File: src/hw/rtl/seven_segment_two_wire_writer_assert.svh
`ifndef SEVEN_SEGMENT_TWO_WIRE_WRITER_ASSERT_SVH
`define SEVEN_SEGMENT_TWO_WIRE_WRITER_ASSERT_SVH

// same-cycle implication, checked on every rising edge out of reset
`define SSW_ASSERT_IMPL(name, ante, cons, msg) \
	name: assert property (@(posedge clk) disable iff (!arst_n) (ante) |-> (cons)) \
		else $error(msg);

// next-cycle implication
`define SSW_ASSERT_NEXT(name, ante, cons, msg) \
	name: assert property (@(posedge clk) disable iff (!arst_n) (ante) |=> (cons)) \
		else $error(msg);

`endif

File: src/hw/rtl/sstw_pkg.sv
package sstw_pkg;

	// display geometry and pattern table
	localparam int DIGIT_COUNT = 4;
	localparam int TABLE_DEPTH = 128;
	localparam int TBL_AW      = $clog2(TABLE_DEPTH);
	localparam int DIG_W       = (DIGIT_COUNT > 1) ? $clog2(DIGIT_COUNT) : 1;
	localparam int SEG_W       = $clog2(DIGIT_COUNT + 2);

	// field widths
	localparam int OP_W        = 3;
	localparam int NUM_W       = 14;
	localparam int CODE_W      = 8;
	localparam int POS_W       = 2;
	localparam int IDX_W       = 7;
	localparam int IN_DATA_W   = 72;
	localparam int OUT_DATA_W  = 8;

	// input word layout (after op, which rides in tuser)
	localparam int NUM_LSB     = 0;
	localparam int CODE0_LSB   = 14;
	localparam int POS_LSB     = 46;
	localparam int DCODE_LSB   = 48;
	localparam int TIDX_LSB    = 56;
	localparam int TVAL_LSB    = 63;

	// configuration port
	localparam int APB_AW      = 4;
	localparam int APB_DW      = 32;
	localparam logic [1:0] REG_MODE = 2'd0;
	localparam logic [1:0] REG_ADDR = 2'd1;
	localparam logic [1:0] REG_CTRL = 2'd2;
	localparam logic [7:0] MODE_RST = 8'd64;
	localparam logic [7:0] ADDR_RST = 8'd192;
	localparam logic [7:0] CTRL_RST = 8'd143;

	localparam logic [7:0] BLANK_CODE = 8'd10;
	localparam logic [7:0] DOT_BIT    = 8'h80;

	// largest value the digits can show, capped at four digits
	function automatic int num_limit(input int digits);
		int lim;
		lim = 1;
		for (int i = 0; i < digits; i++) begin
			if (lim <= 9999) begin
				lim = lim * 10;
			end
		end
		lim = lim - 1;
		if (lim > 9999) begin
			lim = 9999;
		end
		return lim;
	endfunction

	localparam int BCD_W = 4 * DIGIT_COUNT;
	localparam logic [NUM_W-1:0] NUM_LIMIT = NUM_W'(num_limit(DIGIT_COUNT));
	localparam int CNT_W = $clog2(NUM_W + 1);

	typedef enum logic [OP_W-1:0] {
		OP_TICK   = 3'd0,
		OP_NUMBER = 3'd1,
		OP_CODES  = 3'd2,
		OP_DIGIT  = 3'd3,
		OP_LOAD   = 3'd4
	} op_t;

	// power-up contents of the pattern table
	function automatic logic [7:0] seg_default(input logic [TBL_AW-1:0] idx);
		logic [7:0] pat;
		case (idx)
			TBL_AW'(0): pat = 8'h3F;
			TBL_AW'(1): pat = 8'h06;
			TBL_AW'(2): pat = 8'h5B;
			TBL_AW'(3): pat = 8'h4F;
			TBL_AW'(4): pat = 8'h66;
			TBL_AW'(5): pat = 8'h6D;
			TBL_AW'(6): pat = 8'h7D;
			TBL_AW'(7): pat = 8'h07;
			TBL_AW'(8): pat = 8'h7F;
			TBL_AW'(9): pat = 8'h6F;
			default:    pat = 8'h00;
		endcase
		return pat;
	endfunction

endpackage

File: src/hw/rtl/seven_segment_two_wire_writer.sv
// Each accepted input word yields one registered result word; one word per cycle sustained while m_tready stays high.
// Each tick word accepted while busy advances the link by one pin phase, 316 ticks per full frame.
// A number command is turned into decimal by a shift-add unit that runs behind the frame.
// Pattern table: 128 x 8 synchronous memory, one read port, per-entry valid flops.
// Reset (arst_n low, asynchronous): pins high, idle, registers to defaults, table at digit shapes.
module seven_segment_two_wire_writer (
	input  logic                              clk,
	input  logic                              arst_n,
	// slave side
	input  logic                              s_tvalid,
	output logic                              s_tready,
	// number, code0, code1, code2, code3, digit_position, digit_code, table_index, table_value
	input  logic [sstw_pkg::IN_DATA_W-1:0]    s_tdata,
	// op
	input  logic [sstw_pkg::OP_W-1:0]         s_tuser,
	// master side
	output logic                              m_tvalid,
	input  logic                              m_tready,
	// clk_level, dio_level, busy_res
	output logic [sstw_pkg::OUT_DATA_W-1:0]   m_tdata,
	output logic                              m_tlast,
	// configuration
	input  logic                              psel,
	input  logic                              penable,
	input  logic                              pwrite,
	input  logic [sstw_pkg::APB_AW-1:0]       paddr,
	input  logic [sstw_pkg::APB_DW-1:0]       pwdata,
	output logic [sstw_pkg::APB_DW-1:0]       prdata,
	output logic                              pready
);
	import sstw_pkg::*;

	typedef enum logic [1:0] {
		P_START,
		P_BIT,
		P_ACK,
		P_STOP
	} part_t;

	// configuration registers
	logic [7:0] mode_q, addr_base_q, ctrl_q;

	// frame state
	logic                busy_q, clk_q, dio_q;
	logic                frame_kind_q, num_mode_q;
	logic [POS_W-1:0]    single_pos_q;
	logic [CODE_W-1:0]   code_q [DIGIT_COUNT];
	part_t               part_q;
	logic [1:0]          ph_q;
	logic [2:0]          bit_q;
	logic                bsel_q;
	logic [SEG_W-1:0]    seg_q;

	// decimal conversion
	logic [BCD_W-1:0]    bcd_q, bcd_adj;
	logic [NUM_W-1:0]    bin_q;
	logic [CNT_W-1:0]    conv_cnt_q;

	// pattern table
	logic [7:0]          tbl_mem [TABLE_DEPTH];
	logic [TABLE_DEPTH-1:0] tbl_vld_q;
	logic [7:0]          tbl_rd_s1;
	logic                tbl_vld_s1, tbl_hit_s1;
	logic [TBL_AW-1:0]   tbl_addr_s1;

	// output stage
	logic                out_vld_q, skid_vld_q;
	logic [2:0]          out_q, skid_q;
	logic                out_last_q, skid_last_q;

	// combinational
	op_t                 op;
	logic                acc, cfg_we, tick_go, cmd_go, tbl_we, pop;
	logic [NUM_W-1:0]    num_sat;
	logic [CODE_W-1:0]   num_code [DIGIT_COUNT];
	logic [DIG_W-1:0]    dig_idx;
	logic [CODE_W-1:0]   cur_code;
	logic [TBL_AW-1:0]   rd_addr;
	logic                rd_hit;
	logic [TBL_AW-1:0]   ld_addr;
	logic [7:0]          pattern, cur_byte, pos_byte;
	logic [SEG_W-1:0]    last_seg;
	logic                clk_n, dio_n, busy_n, done_c;
	part_t               part_n;
	logic [1:0]          ph_n;
	logic [2:0]          bit_n;
	logic                bsel_n;
	logic [SEG_W-1:0]    seg_n;

	// handshake
	assign s_tready = !skid_vld_q;
	assign acc      = s_tvalid && s_tready;
	assign op       = op_t'(s_tuser);
	assign tick_go  = acc && (op == OP_TICK) && busy_q;
	assign cmd_go   = acc && !busy_q &&
		((op == OP_NUMBER) || (op == OP_CODES) || (op == OP_DIGIT));
	assign ld_addr  = TBL_AW'(s_tdata[TIDX_LSB +: IDX_W]);
	assign tbl_we   = acc && !busy_q && (op == OP_LOAD) &&
		(32'(s_tdata[TIDX_LSB +: IDX_W]) < TABLE_DEPTH);

	// apb port
	assign pready = 1'b1;
	assign cfg_we = psel && penable && pwrite && pready;

	always_comb begin
		case (paddr[3:2])
			REG_MODE: prdata = APB_DW'(mode_q);
			REG_ADDR: prdata = APB_DW'(addr_base_q);
			REG_CTRL: prdata = APB_DW'(ctrl_q);
			default:  prdata = '0;
		endcase
	end

	always_ff @(posedge clk or negedge arst_n) begin
		if (!arst_n) begin
			mode_q      <= MODE_RST;
			addr_base_q <= ADDR_RST;
			ctrl_q      <= CTRL_RST;
		end else if (cfg_we) begin
			case (paddr[3:2])
				REG_MODE: mode_q      <= pwdata[7:0];
				REG_ADDR: addr_base_q <= pwdata[7:0];
				REG_CTRL: ctrl_q      <= pwdata[7:0];
				default:  ;
			endcase
		end
	end

	// saturate the incoming number
	assign num_sat = (s_tdata[NUM_LSB +: NUM_W] > NUM_LIMIT) ? NUM_LIMIT :
		s_tdata[NUM_LSB +: NUM_W];

	// shift-add-3 correction of each decimal digit
	always_comb begin
		bcd_adj = bcd_q;
		for (int i = 0; i < DIGIT_COUNT; i++) begin
			if (bcd_q[i*4 +: 4] >= 4'd5) begin
				bcd_adj[i*4 +: 4] = bcd_q[i*4 +: 4] + 4'd3;
			end
		end
	end

	// decimal digits to codes, leading zeros blanked but never the units digit
	always_comb begin
		logic lead;
		logic [3:0] dv;
		lead = 1'b1;
		for (int i = 0; i < DIGIT_COUNT; i++) begin
			dv = bcd_q[(DIGIT_COUNT-1-i)*4 +: 4];
			if (lead && (dv == 4'd0) && (i < DIGIT_COUNT - 1)) begin
				num_code[i] = BLANK_CODE;
			end else begin
				lead = 1'b0;
				num_code[i] = CODE_W'(dv);
			end
		end
	end

	// code of the digit segment in progress
	always_comb begin
		if (frame_kind_q || (seg_q == '0)) begin
			dig_idx = '0;
		end else begin
			dig_idx = DIG_W'(seg_q - SEG_W'(1));
		end
		cur_code = num_mode_q ? num_code[dig_idx] : code_q[dig_idx];
		rd_addr  = TBL_AW'(cur_code[IDX_W-1:0]);
		rd_hit   = (32'(cur_code[IDX_W-1:0]) < TABLE_DEPTH);
	end

	// pattern table: loads only while idle, reads only matter while busy, and the
	// first pattern byte is 65 ticks into a frame, so read data is always fresh
	always_ff @(posedge clk) begin
		if (tbl_we) begin
			tbl_mem[ld_addr] <= s_tdata[TVAL_LSB +: 8];
		end
		tbl_rd_s1   <= tbl_mem[rd_addr];
		tbl_vld_s1  <= tbl_vld_q[rd_addr];
		tbl_hit_s1  <= rd_hit;
		tbl_addr_s1 <= rd_addr;
	end

	// entries never loaded read as their power-up shapes
	always_ff @(posedge clk or negedge arst_n) begin
		if (!arst_n) begin
			tbl_vld_q <= '0;
		end else if (tbl_we) begin
			tbl_vld_q[ld_addr] <= 1'b1;
		end
	end

	// byte being sent
	always_comb begin
		pattern  = (tbl_hit_s1 ? (tbl_vld_s1 ? tbl_rd_s1 : seg_default(tbl_addr_s1)) : 8'h00)
			| (cur_code & DOT_BIT);
		pos_byte = frame_kind_q ? 8'(single_pos_q) : (8'(seg_q) - 8'd1);
		last_seg = frame_kind_q ? SEG_W'(2) : SEG_W'(DIGIT_COUNT + 1);
		if (seg_q == '0) begin
			cur_byte = mode_q;
		end else if (seg_q == last_seg) begin
			cur_byte = ctrl_q;
		end else if (bsel_q) begin
			cur_byte = pattern;
		end else begin
			cur_byte = addr_base_q + pos_byte;
		end
	end

	// phase sequencer: start, bits with ack, stop
	always_comb begin
		clk_n  = clk_q;
		dio_n  = dio_q;
		busy_n = busy_q;
		done_c = 1'b0;
		part_n = part_q;
		ph_n   = ph_q;
		bit_n  = bit_q;
		bsel_n = bsel_q;
		seg_n  = seg_q;
		if (tick_go) begin
			case (part_q)
				P_START: begin
					if (ph_q == 2'd0) begin
						clk_n = 1'b1;
					end else if (ph_q == 2'd1) begin
						dio_n = 1'b1;
					end else begin
						dio_n = 1'b0;
					end
					if (ph_q == 2'd2) begin
						part_n = P_BIT;
						ph_n   = 2'd0;
						bit_n  = 3'd0;
					end else begin
						ph_n = ph_q + 2'd1;
					end
				end
				P_BIT: begin
					if (ph_q == 2'd0) begin
						clk_n = 1'b0;
					end else if (ph_q == 2'd1) begin
						dio_n = cur_byte[bit_q];
					end else begin
						clk_n = 1'b1;
					end
					if (ph_q == 2'd2) begin
						ph_n = 2'd0;
						if (bit_q == 3'd7) begin
							part_n = P_ACK;
						end else begin
							bit_n = bit_q + 3'd1;
						end
					end else begin
						ph_n = ph_q + 2'd1;
					end
				end
				P_ACK: begin
					if (ph_q == 2'd2) begin
						dio_n = 1'b0;
					end else begin
						clk_n = (ph_q == 2'd1);
					end
					ph_n = ph_q + 2'd1;
					if (ph_q == 2'd3) begin
						ph_n = 2'd0;
						if ((seg_q != '0) && (seg_q != last_seg) && !bsel_q) begin
							part_n = P_BIT;
							bsel_n = 1'b1;
							bit_n  = 3'd0;
						end else begin
							part_n = P_STOP;
						end
					end
				end
				P_STOP: begin
					if (ph_q == 2'd1) begin
						clk_n = 1'b1;
					end else begin
						dio_n = (ph_q == 2'd2);
					end
					if (ph_q == 2'd2) begin
						part_n = P_START;
						ph_n   = 2'd0;
						bsel_n = 1'b0;
						if (seg_q == last_seg) begin
							seg_n  = '0;
							busy_n = 1'b0;
							done_c = 1'b1;
						end else begin
							seg_n = seg_q + SEG_W'(1);
						end
					end else begin
						ph_n = ph_q + 2'd1;
					end
				end
				default: begin
					part_n = P_START;
				end
			endcase
		end else if (cmd_go) begin
			busy_n = 1'b1;
		end
	end

	// frame state and command latch
	always_ff @(posedge clk or negedge arst_n) begin
		if (!arst_n) begin
			busy_q       <= 1'b0;
			clk_q        <= 1'b1;
			dio_q        <= 1'b1;
			part_q       <= P_START;
			ph_q         <= 2'd0;
			bit_q        <= 3'd0;
			bsel_q       <= 1'b0;
			seg_q        <= '0;
			frame_kind_q <= 1'b0;
			num_mode_q   <= 1'b0;
			single_pos_q <= '0;
			conv_cnt_q   <= '0;
		end else begin
			busy_q <= busy_n;
			clk_q  <= clk_n;
			dio_q  <= dio_n;
			part_q <= part_n;
			ph_q   <= ph_n;
			bit_q  <= bit_n;
			bsel_q <= bsel_n;
			seg_q  <= seg_n;
			if (cmd_go) begin
				case (op)
					OP_NUMBER: begin
						frame_kind_q <= 1'b0;
						num_mode_q   <= 1'b1;
						conv_cnt_q   <= CNT_W'(NUM_W);
					end
					OP_CODES: begin
						frame_kind_q <= 1'b0;
						num_mode_q   <= 1'b0;
					end
					OP_DIGIT: begin
						frame_kind_q <= 1'b1;
						num_mode_q   <= 1'b0;
						single_pos_q <= s_tdata[POS_LSB +: POS_W];
					end
					default: ;
				endcase
			end else if (conv_cnt_q != '0) begin
				conv_cnt_q <= conv_cnt_q - CNT_W'(1);
			end
		end
	end

	// payload: codes and the conversion shift register
	always_ff @(posedge clk) begin
		if (cmd_go && (op == OP_NUMBER)) begin
			bin_q <= num_sat;
			bcd_q <= '0;
		end else if (conv_cnt_q != '0) begin
			bcd_q <= {bcd_adj[BCD_W-2:0], bin_q[NUM_W-1]};
			bin_q <= {bin_q[NUM_W-2:0], 1'b0};
		end
		if (cmd_go && (op == OP_CODES)) begin
			for (int i = 0; i < DIGIT_COUNT; i++) begin
				code_q[i] <= (i < 4) ? s_tdata[CODE0_LSB + 8*(i % 4) +: CODE_W] : BLANK_CODE;
			end
		end else if (cmd_go && (op == OP_DIGIT)) begin
			code_q[0] <= s_tdata[DCODE_LSB +: CODE_W];
		end
	end

	// output register with a skid entry behind it
	assign pop = !out_vld_q || m_tready;

	always_ff @(posedge clk or negedge arst_n) begin
		if (!arst_n) begin
			out_vld_q  <= 1'b0;
			skid_vld_q <= 1'b0;
		end else if (pop) begin
			if (skid_vld_q) begin
				out_vld_q  <= 1'b1;
				skid_vld_q <= 1'b0;
			end else begin
				out_vld_q <= acc;
			end
		end else if (acc) begin
			skid_vld_q <= 1'b1;
		end
	end

	always_ff @(posedge clk) begin
		if (pop) begin
			if (skid_vld_q) begin
				out_q      <= skid_q;
				out_last_q <= skid_last_q;
			end else if (acc) begin
				out_q      <= {busy_n, dio_n, clk_n};
				out_last_q <= done_c;
			end
		end else if (acc) begin
			skid_q      <= {busy_n, dio_n, clk_n};
			skid_last_q <= done_c;
		end
	end

	assign m_tvalid = out_vld_q;
	assign m_tdata  = OUT_DATA_W'(out_q);
	assign m_tlast  = out_last_q;

	`include "seven_segment_two_wire_writer_assert.svh"

	// skid entry only fills behind a held result
	`SSW_ASSERT_IMPL(a_skid_behind_out, skid_vld_q, out_vld_q, "skid word without output word")
	// frame end drops busy
	`SSW_ASSERT_NEXT(a_done_clears_busy, done_c && tick_go, !busy_q, "busy held after frame end")
	// decimal conversion is over before the first digit segment
	`SSW_ASSERT_IMPL(a_conv_early, conv_cnt_q != '0, seg_q == '0, "conversion still running")
	// sequencer rests at frame start while idle
	`SSW_ASSERT_IMPL(a_idle_rest, !busy_q,
		(seg_q == '0) && (part_q == P_START) && (ph_q == 2'd0) && !bsel_q,
		"sequencer not at rest while idle")
	// a latched command starts a frame
	`SSW_ASSERT_NEXT(a_cmd_starts, cmd_go, busy_q, "command did not start a frame")

endmodule

File: config.mk
export PLATFORM = sky130hd
export DESIGN_NAME = seven_segment_two_wire_writer
export DESIGN_NICKNAME = d
export VERILOG_FILES = /design/src/hw/rtl/sstw_pkg.sv /design/src/hw/rtl/seven_segment_two_wire_writer.sv
export VERILOG_INCLUDE_DIRS = /design/src /design/src/hw/rtl
export SDC_FILE = /design/constraint.sdc
export NUM_CORES = 2
export LEC_CHECK = 0
export BUFFER_PORTS_ARGS = -buffer_cell sky130_fd_sc_hd__buf_2
export CORE_UTILIZATION = 45
export DETAILED_ROUTE_END_ITERATION = 10
export PLACE_DENSITY = 0.58
export SYNTH_ARGS = -nofsm -noshare
export SYNTH_HDL_FRONTEND = slang
export SYNTH_SLANG_ARGS = --single-unit
File: constraint.sdc
create_clock -name clk -period 10.1 [get_ports clk]
set_clock_uncertainty 0.15 [all_clocks]
set_input_delay 0.505 -clock clk [delete_from_list [all_inputs] [get_ports clk]]
set_output_delay 0.505 -clock clk [all_outputs]
set_load 0.05 [all_outputs]
==> qor.log <==
INFO  yosys          ys_seq_elements=1289
INFO  clocking       cts.sink_count=1289
INFO  critical_path  timing_worst_setup_path_type=reg2reg
INFO  finish         layout.cells.most_common=edfxtp_1
INFO  power_and_ir_drop p_clk_share=32.9%
INFO  drt            route.antenna.remaining_nets=0
INFO  drt            vias_per_cell=5.75
INFO  yosys          synthesis.yosys.warnings=0
INFO  global_routing grt_pass1_wl=212mm
INFO  floorplan      die_width=346µm
INFO  placement      port_buffers=104
INFO  sta            min_period=6.11ns
INFO  clocking       max-clock-path-buffers=3
INFO  drt            first_pass_iteration_count_of_the_detailed_router=8
INFO  power_and_ir_drop p_per_area=251mW/mm²
INFO  clocking       cts_repair_resize_count=0
INFO  global_routing pin_count_of_the_biggest_net_entering_global_routing=155
INFO  global_routing antenna_found_initial=5
INFO  critical_path  worst_ep_required_time=10.62ns
INFO  clocking       root_buffer=clkbuf_16
INFO  critical_path  setup.worst_path.end_class=flip-flop
INFO  yosys          post_synth_inst_count=4000
INFO  power_and_ir_drop p_comb_share=27.0%
INFO  yosys          yosys-top-cells-area=edfxtp_1 61%, dfrtp_1 7.8%, nand2_1 5.0%
INFO  finish         diodes=0
INFO  power_and_ir_drop power.share.switching=33.0%
INFO  clocking       cts-buffers-inserted=139
INFO  sta            setup_tns_final=0ns
INFO  global_routing grt_use_total=23.8%
INFO  yosys          yosys.area.top_type_share=60.7%
INFO  yosys          asyncSetResetFlopFracSynth=13.7%
INFO  critical_path  timing.rr.start=seg_q[0]
INFO  finish         final_net_count=4300
INFO  critical_path  cp-start-kind=flip-flop
INFO  critical_path  cp_slowest_cell=buf_4
INFO  power_and_ir_drop power.share.sequential=40.1%
INFO  power_and_ir_drop max-vdd-ir-drop=0.181mV
INFO  drt            route.final.wire_length=143mm
INFO  placement      dp_wirelength=83.9mm
INFO  clocking       clock_insertion_delay_worst_skew=0.75ns
INFO  yosys          synth.distinct_cells=83
INFO  power_and_ir_drop p_int=10.1mW
INFO  critical_path  critical_path.startpoint=seg_q[0]
INFO  yosys          syn_area_per_cell=13.3µm²
INFO  yosys          synthFlopType=edfxtp_1
INFO  yosys          yosys.area.top_type=edfxtp_1
INFO  global_routing first_global_vias=32163
INFO  critical_path  worstPathArrival=6.63ns
INFO  global_routing grt.overflow.total=0
INFO  floorplan      ios=162
INFO  drt            num_vias=33224
INFO  finish         area_growth_syn_to_layout=13.2%
INFO  yosys          sequential_element_share_of_the_synthesized_area=70.3%
INFO  drt            drt_iter0_markers=3284
INFO  clocking       tritoncts=yes
INFO  sta            final.period_utilization=60.5%
INFO  floorplan      fp.coreArea=0.117mm²
INFO  sta            hold_violations=0
INFO  finish         fillers=9911
INFO  critical_path  worst_path_most_repeated_cell=buf_4
INFO  critical_path  worst-path-max-fanout=70
INFO  floorplan      die_ht=346µm
INFO  placement      gp_congestion=0.825
INFO  sta            grt_setup_unrepaired=no
INFO  drt            wire_per_inst=24.8µm
INFO  yosys          synth_enable_flop_cells=1078
INFO  sta            max_freq=164MHz
INFO  power_and_ir_drop switchingPower=5.00mW
INFO  floorplan      floorplan.initialDensity=45.6%
INFO  clocking       h-tree-depth=4
INFO  finish         layout_common_cells=1078 x edfxtp_1, 710 x nand2_1, 303 x a21oi_1
INFO  sta            slew_headroom=19.7%
INFO  run            max-cap-violations=0
INFO  clocking       clk_pin_slew=0.06ns
INFO  floorplan      fp-row-count=125
INFO  power_and_ir_drop fin_total_pwr=15.1mW
INFO  min_path       type_of_the_worst_min_delay_path=in2reg
INFO  finish         fin_util=51.6%
INFO  finish         drive_gt1_share=13.2%
INFO  critical_path  worst_path_largest_cell_delay=0.65ns
INFO  sta            drv_slew=0
INFO  power_and_ir_drop p_leak=22.1nW
INFO  run_status     outcome=finished, final reports clean
INFO  sta            worstMarginPinSlew=1.19ns
INFO  floorplan      die_area=0.120mm²
INFO  critical_path  critical_path_cell_sequence=buf_4 -> inv_1 -> ha_1 -> or2_2 -> o21ai_1 -> a221o_1 -> nand3_4 -> inv_8 -> buf_4 -> buf_4 -> nand2_1 -> o221ai_1 -> a21oi_1 -> o311a_1 -> nand4b_1
INFO  min_path       hold_path_startpoint=s_tuser[2]
INFO  drt            drc=0
INFO  sta            report.final.setup_viol=0
INFO  yosys          post_syn_area=0.0533mm²
sequential cells by signal (all words and copies together) (netlist names), 3 cells and up, named ones only:
name	count
tbl_mem	1024
bit_q	3
out_q	3
addr_base_q	8
ctrl_q	8
tbl_addr_s1	3
mode_q	8
seg_q	3
conv_cnt_q	4
skid_q	3
code_q	32
tbl_rd_s1	8
tbl_vld_q	128
bcd_q	16
bin_q	14
area by class of cell:
cell class                 instances  area [µm²]  area share (%)
clock buffer                     205        4120            6.82
timing repair buffer             240        1810            3.00
inverter                          33         139           0.230
multi-input combinational       2440       14500            24.1
tap                             1524        1910            3.16
sequential                      1289       37500            62.1
clock inverter                    52         354           0.587
power by group through the flow:
stage / Clock [mW] / Sequential [mW] / Combinational (mW)
5_1_grt: 5.25 / 6.09 / 4.43
6_report: 4.97 / 6.07 / 4.08
4_1_cts: 5.05 / 6.07 / 4.08
3_5_place_dp: 0 / 6.18 / 4.04
2_1_floorplan: 0 / 6.13 / 2.78
3_3_place_gp: 0 / 6.18 / 4.01
metrics by stage:
step                area (µm²)  hold WS, ns  instances  worst slack (ns)
finish                   60300       0.0812       5783              3.99
global route             60300        0.109       5783              3.61
CTS                      60300       0.0413       5783              4.01
detailed placement       55100        0.301       5451              4.03
global placement         55100        0.297       5451              4.08
floorplan                53400       0.0594       4028              6.51
worst paths after layout:
kind,end,slack (ns),cells after the start
worst max-delay path,tbl_rd_s1[5],3.99,15
worst min-delay path,frame_kind_q,0.08,3
worst max register to register,tbl_rd_s1[5],3.99,15
worst min register to register,tbl_vld_q[9],0.31,1
max in group asynchronous,tbl_vld_q[37],7.63,4
min in group asynchronous,conv_cnt_q[3],0.13,2
metal layers:
| layer | up-vias | share of wire, % | wire length [µm] | global-route usage [%] |
|---|---|---|---|---|
| met5 | - | 0.030 | 43 | 0 |
| met4 | 6 | 2.9 | 4120 | 7.68 |
| met3 | 244 | 6.3 | 9040 | 4.08 |
| met2 | 1115 | 47 | 66600 | 37.1 |
| met1 | 16715 | 44 | 63400 | 33.8 |
| li1 | 15144 | - | - | - |
cell usage after synthesis (11+ instances only):
cell type and count:
a211oi_1 91, a21o_1 55, a21oi_1 303, a221oi_1 22, a22o_1 14, a22oi_1 18, a311oi_1 12, a31oi_1 18
a32oi_1 33, and3_1 21, buf_1 23, buf_2 129, buf_4 47, clkbuf_1 66, dfrtp_1 166, dfxtp_1 35
edfxtp_1 1078, ha_1 38, inv_1 29, mux2_2 31, mux2i_1 219, nand2_1 710, nand3_1 126, nor2_1 193
nor3_1 26, nor4_1 31, o21a_1 17, o21ai_0 46, o221ai_1 25, o22ai_1 38, o41ai_1 15, or2_2 130
or3_1 18, xnor2_1 11
critical path, delay by kind of cell (launching register included):
family	cells	cell delay, ns
buffers and inverters	5	2.08
AND/OR/NAND/NOR	4	1.44
adder cells (fa/ha/maj)	1	0.43
AO/OA/AOI/OAI	5	1.49
flip-flops	1	0.32
cell families (layout without fill, tap and decap cells):
group                      after synthesis  after routing  synth area share (%)
other                                    2             30                0.0141
DFF                                   1289           1289                  70.3
xor gates and xnor gates                15             15                 0.246
muxes                                  254            254                  4.94
adders and majority gates               39             39                 0.929
and+or+nand+nor                       1315           1315                  11.0
buffers and inverters                  299            530                  2.75
AOI/OAI and AO/OA                      787            787                  9.84
repair_timing:
| item | in CTS | in global routing |
|---|---|---|
| hold buffers | 75 | 0 |
| endpoints found under the hold margin | 145 | 0 |
| endpoints found under the setup margin | 0 | 0 |
| buffers inserted | 0 | 0 |
Power figures use the tool's default switching activity.
